[config.mk]
export PLATFORM = sky130hd
export DESIGN_NAME = acmp_ctrl
export DESIGN_NICKNAME = d
export VERILOG_FILES = /design/src/hdl/acmp_pkg.sv /design/src/hdl/acmp_ctrl.sv
export SDC_FILE = /design/constraint.sdc
export NUM_CORES = 1
export LEC_CHECK = 0
export BUFFER_PORTS_ARGS = -buffer_cell sky130_fd_sc_hd__buf_4
export CORE_UTILIZATION = 45
export DETAILED_ROUTE_END_ITERATION = 8
export PLACE_DENSITY_LB_ADDON = 0.08
export SETUP_SLACK_MARGIN = 0.02
export SYNTH_ARGS = -nofsm -noshare
export SYNTH_HDL_FRONTEND = slang
export SYNTH_SLANG_ARGS = --single-unit
[constraint.sdc]
create_clock -name clk -period 1.45 [get_ports clk]
set_input_delay 0 -clock clk [delete_from_list [all_inputs] [get_ports clk]]
set_output_delay 0 -clock clk [all_outputs]
set_load 0.03 [all_outputs]
[src/hdl/acmp_pkg.sv]
// ----------------------------------------------------------------------------
// acmp_pkg
// Shared types, constants and AES helper functions for the counter mode PRG.
// ----------------------------------------------------------------------------
package acmp_pkg;

  localparam int MaxBlocksDefault = 64;
  localparam int NumRounds        = 10;
  localparam int CountW           = 7;
  localparam int CfgDataW         = 64;
  localparam int CfgIdxW          = 2;
  localparam int RoundW           = 4;

  localparam logic [CfgIdxW-1:0] REG_SALT_LOW  = 2'd0;
  localparam logic [CfgIdxW-1:0] REG_SALT_HIGH = 2'd1;
  localparam logic [CfgIdxW-1:0] REG_STREAM_ID = 2'd2;

  localparam logic [63:0] BitMask = 64'h0101010101010101;

  typedef enum logic [1:0] {
    S_IDLE,
    S_LOAD,
    S_ROUND,
    S_OUT
  } ctrl_state_t;

  // Commands from the controller to the datapath.
  typedef struct packed {
    logic                clr_ctr;
    logic                latch_mode;
    logic                start;
    logic                step;
    logic                final_rnd;
    logic [RoundW-1:0]   rnd;
  } dp_cmd_t;

  localparam logic [7:0] SBOX [256] = '{
    8'h63,8'h7c,8'h77,8'h7b,8'hf2,8'h6b,8'h6f,8'hc5,8'h30,8'h01,8'h67,8'h2b,8'hfe,8'hd7,8'hab,8'h76,
    8'hca,8'h82,8'hc9,8'h7d,8'hfa,8'h59,8'h47,8'hf0,8'had,8'hd4,8'ha2,8'haf,8'h9c,8'ha4,8'h72,8'hc0,
    8'hb7,8'hfd,8'h93,8'h26,8'h36,8'h3f,8'hf7,8'hcc,8'h34,8'ha5,8'he5,8'hf1,8'h71,8'hd8,8'h31,8'h15,
    8'h04,8'hc7,8'h23,8'hc3,8'h18,8'h96,8'h05,8'h9a,8'h07,8'h12,8'h80,8'he2,8'heb,8'h27,8'hb2,8'h75,
    8'h09,8'h83,8'h2c,8'h1a,8'h1b,8'h6e,8'h5a,8'ha0,8'h52,8'h3b,8'hd6,8'hb3,8'h29,8'he3,8'h2f,8'h84,
    8'h53,8'hd1,8'h00,8'hed,8'h20,8'hfc,8'hb1,8'h5b,8'h6a,8'hcb,8'hbe,8'h39,8'h4a,8'h4c,8'h58,8'hcf,
    8'hd0,8'hef,8'haa,8'hfb,8'h43,8'h4d,8'h33,8'h85,8'h45,8'hf9,8'h02,8'h7f,8'h50,8'h3c,8'h9f,8'ha8,
    8'h51,8'ha3,8'h40,8'h8f,8'h92,8'h9d,8'h38,8'hf5,8'hbc,8'hb6,8'hda,8'h21,8'h10,8'hff,8'hf3,8'hd2,
    8'hcd,8'h0c,8'h13,8'hec,8'h5f,8'h97,8'h44,8'h17,8'hc4,8'ha7,8'h7e,8'h3d,8'h64,8'h5d,8'h19,8'h73,
    8'h60,8'h81,8'h4f,8'hdc,8'h22,8'h2a,8'h90,8'h88,8'h46,8'hee,8'hb8,8'h14,8'hde,8'h5e,8'h0b,8'hdb,
    8'he0,8'h32,8'h3a,8'h0a,8'h49,8'h06,8'h24,8'h5c,8'hc2,8'hd3,8'hac,8'h62,8'h91,8'h95,8'he4,8'h79,
    8'he7,8'hc8,8'h37,8'h6d,8'h8d,8'hd5,8'h4e,8'ha9,8'h6c,8'h56,8'hf4,8'hea,8'h65,8'h7a,8'hae,8'h08,
    8'hba,8'h78,8'h25,8'h2e,8'h1c,8'ha6,8'hb4,8'hc6,8'he8,8'hdd,8'h74,8'h1f,8'h4b,8'hbd,8'h8b,8'h8a,
    8'h70,8'h3e,8'hb5,8'h66,8'h48,8'h03,8'hf6,8'h0e,8'h61,8'h35,8'h57,8'hb9,8'h86,8'hc1,8'h1d,8'h9e,
    8'he1,8'hf8,8'h98,8'h11,8'h69,8'hd9,8'h8e,8'h94,8'h9b,8'h1e,8'h87,8'he9,8'hce,8'h55,8'h28,8'hdf,
    8'h8c,8'ha1,8'h89,8'h0d,8'hbf,8'he6,8'h42,8'h68,8'h41,8'h99,8'h2d,8'h0f,8'hb0,8'h54,8'hbb,8'h16
  };

  // Round constant for rounds one to ten.
  function automatic logic [7:0] rcon(input logic [RoundW-1:0] rnd);
    logic [7:0] r;
    unique case (rnd)
      4'd1:    r = 8'h01;
      4'd2:    r = 8'h02;
      4'd3:    r = 8'h04;
      4'd4:    r = 8'h08;
      4'd5:    r = 8'h10;
      4'd6:    r = 8'h20;
      4'd7:    r = 8'h40;
      4'd8:    r = 8'h80;
      4'd9:    r = 8'h1b;
      4'd10:   r = 8'h36;
      default: r = 8'h00;
    endcase
    return r;
  endfunction

  function automatic logic [7:0] xt(input logic [7:0] a);
    return {a[6:0], 1'b0} ^ (a[7] ? 8'h1b : 8'h00);
  endfunction

  // Next round key from the current one; byte i sits at bits 8i+7:8i.
  function automatic logic [127:0] next_key(input logic [127:0] k,
                                            input logic [RoundW-1:0] rnd);
    logic [31:0] t;
    logic [31:0] w0, w1, w2, w3;
    t[7:0]   = SBOX[k[111:104]] ^ rcon(rnd);
    t[15:8]  = SBOX[k[119:112]];
    t[23:16] = SBOX[k[127:120]];
    t[31:24] = SBOX[k[103:96]];
    w0 = k[31:0] ^ t;
    w1 = k[63:32] ^ w0;
    w2 = k[95:64] ^ w1;
    w3 = k[127:96] ^ w2;
    return {w3, w2, w1, w0};
  endfunction

  // SubBytes, ShiftRows and, unless final, MixColumns.
  function automatic logic [127:0] aes_round(input logic [127:0] s, input logic fin);
    logic [7:0] t [16];
    logic [7:0] a0, a1, a2, a3, al;
    logic [127:0] r;
    for (int c = 0; c < 4; c++) begin
      for (int i = 0; i < 4; i++) begin
        t[4*c+i] = SBOX[s[8*(4*((c+i)%4)+i) +: 8]];
      end
    end
    for (int c = 0; c < 4; c++) begin
      a0 = t[4*c]; a1 = t[4*c+1]; a2 = t[4*c+2]; a3 = t[4*c+3];
      al = a0 ^ a1 ^ a2 ^ a3;
      if (fin) begin
        r[32*c +: 32] = {a3, a2, a1, a0};
      end else begin
        r[32*c +: 32] = {a3 ^ al ^ xt(a3 ^ a0), a2 ^ al ^ xt(a2 ^ a3),
                         a1 ^ al ^ xt(a1 ^ a2), a0 ^ al ^ xt(a0 ^ a1)};
      end
    end
    return r;
  endfunction

endpackage

[src/hdl/acmp_ctrl.sv]
// ----------------------------------------------------------------------------
// acmp_ctrl
// Request sequencer: counts blocks and AES rounds, drives the datapath.
// ----------------------------------------------------------------------------
module acmp_ctrl #(
  parameter int MaxBlocks = acmp_pkg::MaxBlocksDefault
) (
  input  logic                     clk,
  input  logic                     rst,
  input  logic                     in_valid,
  output logic                     in_ready,
  input  logic [acmp_pkg::CountW-1:0] in_count,
  input  logic                     in_restart,
  output logic                     out_valid,
  input  logic                     out_ready,
  output logic                     out_last,
  output acmp_pkg::dp_cmd_t        cmd
);
  import acmp_pkg::*;

  localparam logic [CountW-1:0] MaxCnt = CountW'(MaxBlocks);
  localparam logic [RoundW-1:0] LastRnd = RoundW'(NumRounds);

  ctrl_state_t       state, state_next;
  logic [CountW-1:0] left;
  logic [RoundW-1:0] rnd;
  logic [CountW-1:0] n_sat;
  logic              acc;

  assign n_sat = (in_count > MaxCnt) ? MaxCnt : in_count;
  assign acc   = in_valid && in_ready;

  // Next state.
  always_comb begin
    state_next = state;
    unique case (state)
      S_IDLE:  if (acc && n_sat != '0) state_next = S_LOAD;
      S_LOAD:  state_next = S_ROUND;
      S_ROUND: if (rnd == LastRnd) state_next = S_OUT;
      S_OUT:   if (out_ready) state_next = (left == CountW'(1)) ? S_IDLE : S_LOAD;
      default: state_next = S_IDLE;
    endcase
  end

  // Outputs.
  always_comb begin
    in_ready       = 1'b0;
    out_valid      = 1'b0;
    out_last       = (left == CountW'(1));
    cmd            = '0;
    cmd.rnd        = rnd;
    cmd.final_rnd  = (rnd == LastRnd);
    unique case (state)
      S_IDLE: begin
        in_ready       = 1'b1;
        cmd.latch_mode = acc;
        cmd.clr_ctr    = acc && in_restart;
      end
      S_LOAD:  cmd.start = 1'b1;
      S_ROUND: cmd.step  = 1'b1;
      S_OUT:   out_valid = 1'b1;
      default: ;
    endcase
  end

  // State, block and round counters.
  always_ff @(posedge clk) begin
    if (rst) begin
      state <= S_IDLE;
      left  <= '0;
      rnd   <= '0;
    end else begin
      state <= state_next;
      if (state == S_IDLE && acc) left <= n_sat;
      if (state == S_OUT && out_ready) left <= left - CountW'(1);
      if (state == S_LOAD) rnd <= RoundW'(1);
      if (state == S_ROUND) rnd <= rnd + RoundW'(1);
    end
  end

endmodule

# == Word-level counts from Yosys, hierarchy flattened ==
# Cells that the tools add are included.
# W data, S select, Z words.
# classes
add_sub_neg,2
magnitude_cmp,1
n_eq_ne,8
n_mux,15
n_reduce_logical,10
# ops
cell,count
$mux W7,3
$mux W2,4
$mux W4,2
$pmux W2 S4,1
$eq A7 B1 Y1 const B,1
$gt A7 B7 Y1 const B,1
$reduce_bool A7 Y1,1
$sub A7 B1 Y7 const B,1
$ne A2 B2 Y1 const B,3
$logic_and A1 B1 Y1,5
$mux W1,5
$add A4 B1 Y4 const B,1
$eq A2 B2 Y1 const B,2
$eq A4 B4 Y1 const B,1
$reduce_bool A2 Y1,2
$reduce_and A3 Y1,1
$eq A2 B1 Y1 const B,1
$logic_not A2 Y1,1
# totals
regBits,13
in_bits,12
output_inout_bits,12
wordCells,39

# == Depth between registers and ports, before layout ==
# depth
depth_word,6
mapped_depth,7
depth_no_buf,7

# == Least setup slack after synthesis ==
# No wires, ideal clock.
# synth_timing
kind,reg-to-reg
start,register state[0]
end,register left[0]
setup_time_ns,0.065
arrival_ns,1.752
required_time_ns,1.385
path_slack_ns,-0.367
stages_incl_launch_ff,8
path_buffers,0
synth_period_minus_slack_ns,1.817
cell_sequence,dfxtp_1 -> inv_1 -> ha_1 -> nand2_1 -> inv_1 -> nand2_1 -> o221a_2 -> nor2_1
# synth_via
elab_chain_len,5
word_cells_on_any_way,8
cone_classes,eq/ne: 1; mux: 2; reduce/logical: 5
# synth_lines
item,line,rtl
from (decl),acmp_ctrl.sv:24,"ctrl_state_t state, state_next;"
from (signal assigned),acmp_ctrl.sv:73,state <= state_next;
$logic_not A2 Y1,acmp_ctrl.sv:53,unique case (state)
$mux W1,acmp_ctrl.sv:53,
net in_ready,acmp_ctrl.sv:11,"output logic in_ready,"
$logic_and A1 B1 Y1,acmp_ctrl.sv:31,assign acc = in_valid && in_ready;
$logic_and A1 B1 Y1,acmp_ctrl.sv:74,if (state == S_IDLE && acc) left <= n_sat;
$reduce_bool A2 Y1 (no source line),--,
to (signal assigned),acmp_ctrl.sv:74,
to (signal assigned),acmp_ctrl.sv:75,if (state == S_OUT && out_ready) left <= left - CountW'(1);
to (decl),acmp_ctrl.sv:25,logic [CountW-1:0] left;
# The timed path passes the listed nets, and every way through them passes these cells.
# A chain may end at the register's enable or synchronous reset.

# == Worst setup path after layout ==
# layout_timing
start,register state[1]
end,register left[5]
# layout_via
elab_chain_len,5
word_cells_on_any_way,8
cone_classes,eq/ne: 1; mux: 2; reduce/logical: 5
# layout_lines
item,line
$logic_not A2 Y1,"acmp_ctrl.sv:53, acmp_ctrl.sv:74"
$mux W1,acmp_ctrl.sv:53
$logic_and A1 B1 Y1,acmp_ctrl.sv:31
$logic_and A1 B1 Y1,acmp_ctrl.sv:74
$reduce_bool A2 Y1 (no source line),--
# Several ways; a longest one is shown, not always the timed one.

==> load_flow_metrics.sql <==
INSERT INTO impl_metrics (metric_group, metric, value, unit) VALUES
('synthesis', 'synthesis.area_per_instance', '8.258', 'um^2'),
('setup_path', 'critical_path_start_end_classification', 'flop to flop', ''),
('pwr', 'p_sw', '0.9545', 'mW'),
('global_route', 'global_route.overflow_total', '0', ''),
('synthesis', 'synth_cells', '100', ''),
('floorplan', 'i_o_pin_count', '24', ''),
('synthesis', 'synth_enable_flop_cells', '0', ''),
('floorplan', 'die_area', '0.002010', 'mm^2'),
('synthesis', 'synth_async_sr_flop_share', '0', '%'),
('sta', 'slew_viol_final', '0', ''),
('drt', 'first_iteration_detailed_routing_drc_count', '12', ''),
('clock_tree', 'clock_tree.root_cell', 'sky130_fd_sc_hd__clkbuf_4', ''),
('status', 'outcome', 'finished, final reports clean', ''),
('drt', 'routed-via-count', '882', ''),
('placement', 'place_area', '0.001142', 'mm^2'),
('pwr', 'pwr-share-comb', '63.2', '%'),
('floorplan', 'core_area', '0.001727', 'mm^2'),
('pwr', 'vdd_drop_max', '1.433', 'mV'),
('floorplan', 'fp-row-count', '15', ''),
('setup_path', 'worst_ep_required_time', '1.64', 'ns'),
('synthesis', 'ys_seq_elements', '13', ''),
('placement', 'post-dp-hpwl', '1626', 'um'),
('clock_tree', 'tritoncts_clock_tree', 'built', ''),
('drt', 'drt-total-wl', '2202', 'um'),
('floorplan', 'dieHeight', '44.84', 'um'),
('synthesis', 'synth.yosys.seq_area_share', '31.52', '%'),
('pwr', 'p_int', '1.210', 'mW'),
('min_path', 'hold-path-cell-count', '3', ''),
('pwr', 'power.share.sequential', '26.7', '%'),
('final_layout', 'postLayoutCellArea', '0.001256', 'mm^2'),
('sta', 'rsz0062_at_grt', 'true', ''),
('final_layout', 'layout-area-overhead-vs-synth', '52.12', '%'),
('sta', 'final.setup_skew', '0.002446', 'ns'),
('pwr', 'power_density', '1723', 'mW/mm^2'),
('min_path', 'min-delay-start', 'in_count[5]', ''),
('synthesis', 'synth.top_cells.by_area', 'sky130_fd_sc_hd__dfxtp_1 (32%), sky130_fd_sc_hd__ha_1 (12%), sky130_fd_sc_hd__inv_1 (5.5%)', ''),
('sta', 'period_needed', '1.437', 'ns'),
('sta', 'maxClockFrequency', '0.6961', 'GHz'),
('placement', 'gp_congestion', '0.8514', ''),
('min_path', 'sink_of_the_worst_hold_path', 'left[5]', ''),
('sta', 'hold_violations', '0', ''),
('min_path', 'hold_class', 'primary input to flop', ''),
('clock_tree', 'ctsHtreeMaxLevel', '1', ''),
('synthesis', 'synth_top_flop_cell', 'sky130_fd_sc_hd__dfxtp_1', ''),
('pwr', 'clock_power_share', '10.2', '%'),
('setup_path', 'rrSetupSlack', '0.01', 'ns'),
('clock_tree', 'clk-insertion-delay-late', '0.27', 'ns'),
('final_layout', 'drive_above_1_share', '49.64', '%'),
('pwr', 'netSwitchingFraction', '44.10', '%'),
('floorplan', 'die_w', '44.84', 'um'),
('synthesis', 'synth.lib_cells_used.distinct', '32', ''),
('final_layout', 'nNetsFinal', '158', ''),
('final_layout', 'num_antenna_cells', '0', ''),
('sta', 'relative_slew_slack', '74.87', '%'),
('setup_path', 'worst_setup_path_end_kind', 'flop', ''),
('setup_path', 'r2r_start', 'state[1]', ''),
('setup_path', 'worst-endpoint-arrival', '1.63', 'ns'),
('global_route', 'grt_pass1_vias', '782', ''),
('setup_path', 'r2r-end', 'left[5]', ''),
('global_route', 'grt_start_max_net_pins', '15', ''),
('synthesis', 'synth_fp_nets', '120', ''),
('drt', 'wire_per_inst', '13.59', 'um'),
('clock_tree', 'clockBufferDepth', '2', ''),
('sta', 'worst_hold_slack', '0.01679', 'ns'),
('drt', 'antenna_violating_nets_post_route', '0', ''),
('synthesis', 'synth_top_area_cell', 'sky130_fd_sc_hd__dfxtp_1', ''),
('global_route', 'grt_util_all_layers', '21.82', '%'),
('setup_path', 'worstRegToRegCells', '5', ''),
('flow_run', 'max-cap-violations', '0', ''),
('synthesis', 'synthDominantCellAreaShare', '31.52', '%'),
('sta', 'worstMarginPinSlew', '0.3735', 'ns');
## sequential cells by signal (all words and copies together) (netlist names)
register and count:
rnd 4, left 7, state 2
## metrics by stage
step                      setup WS [ns]  std cells  total power, mW
after global routing           -0.03564        162            2.296
final                           0.01344        162            2.164
after global placement        -0.008349        154            1.735
after floorplan                 0.01663        100            1.361
after CTS                       0.01037        159            2.033
after detailed placement       -0.02078        154            1.752
## layer usage
metal	share of wire, %	vias up	track usage (%)	wire length (um)
met3	4.1	6	2.400	90
met2	53	26	41.76	1167
met1	41	408	24.88	898
li1	-	442	-	-
met5	0	-	0	0
met4	2.1	0	7.273	46
## logic make-up after synthesis
family	share of synthesized area, %
fa+ha+maj	12.12
buf+inv	6.364
compound gates	26.21
flops	31.52
simple gates	23.79
## worst max-delay path, stage by stage (launching register included)
cell	delay, ns
sky130_fd_sc_hd__dfxtp_4	0.39
sky130_fd_sc_hd__ha_4	0.16
sky130_fd_sc_hd__and2_4	0.18
sky130_fd_sc_hd__nand3_2	0.10
sky130_fd_sc_hd__or4_1	0.40
sky130_fd_sc_hd__a31oi_1	0.13
## layout make-up
| cell class | instances | area [um^2] | share of cell area [%] |
|---|---|---|---|
| multi-input cells | 73 | 608.1 | 48.41 |
| clock buffers | 4 | 26.28 | 2.092 |
| repair buffers | 35 | 265.3 | 21.12 |
| inverters | 12 | 45.04 | 3.586 |
| flip-flops and latches | 13 | 280.3 | 22.31 |
| well taps | 25 | 31.28 | 2.490 |
## timing repair
action / in CTS / in global routing
pin swaps: 2 / 5
endpoints found under the hold margin: 3 / 0
buffers inserted: 0 / 3
endpoints found under the setup margin: 3 / 8
gates resized for setup: 7 / 12
hold buffers: 1 / 0
## how the worst max path moves through the flow
stage / to / slack, ns / from / cells past startpoint
2_1_floorplan: left[5] / 0.02 / state[1] / 5
3_3_place_gp: left[5] / -0.008 / state[1] / 5
3_5_place_dp: left[5] / -0.02 / state[1] / 5
4_1_cts: left[5] / 0.01 / left[2] / 4
5_1_grt: state[0] / -0.04 / left[5] / 5
6_report: left[5] / 0.01 / state[1] / 5
## cell usage after synthesis, types with 3 or more instances
cell type	number
sky130_fd_sc_hd__dfxtp_1	13
sky130_fd_sc_hd__inv_1	12
sky130_fd_sc_hd__nand2_1	10
sky130_fd_sc_hd__ha_1	8
sky130_fd_sc_hd__nor2_1	8
sky130_fd_sc_hd__and3_1	6
sky130_fd_sc_hd__a21oi_1	5
sky130_fd_sc_hd__a211oi_1	4
sky130_fd_sc_hd__nand3_1	3
sky130_fd_sc_hd__nor4_1	3
sky130_fd_sc_hd__o21ai_0	3
## power groups by stage
stage	logic [mW]	registers, mW	clock network, mW
floorplan	0.764	0.597	0
global placement	1.17	0.565	0
detailed placement	1.18	0.569	0
CTS	1.23	0.570	0.232
global route	1.46	0.587	0.248
finish	1.37	0.578	0.220
(Power assumes the default switching activity.)
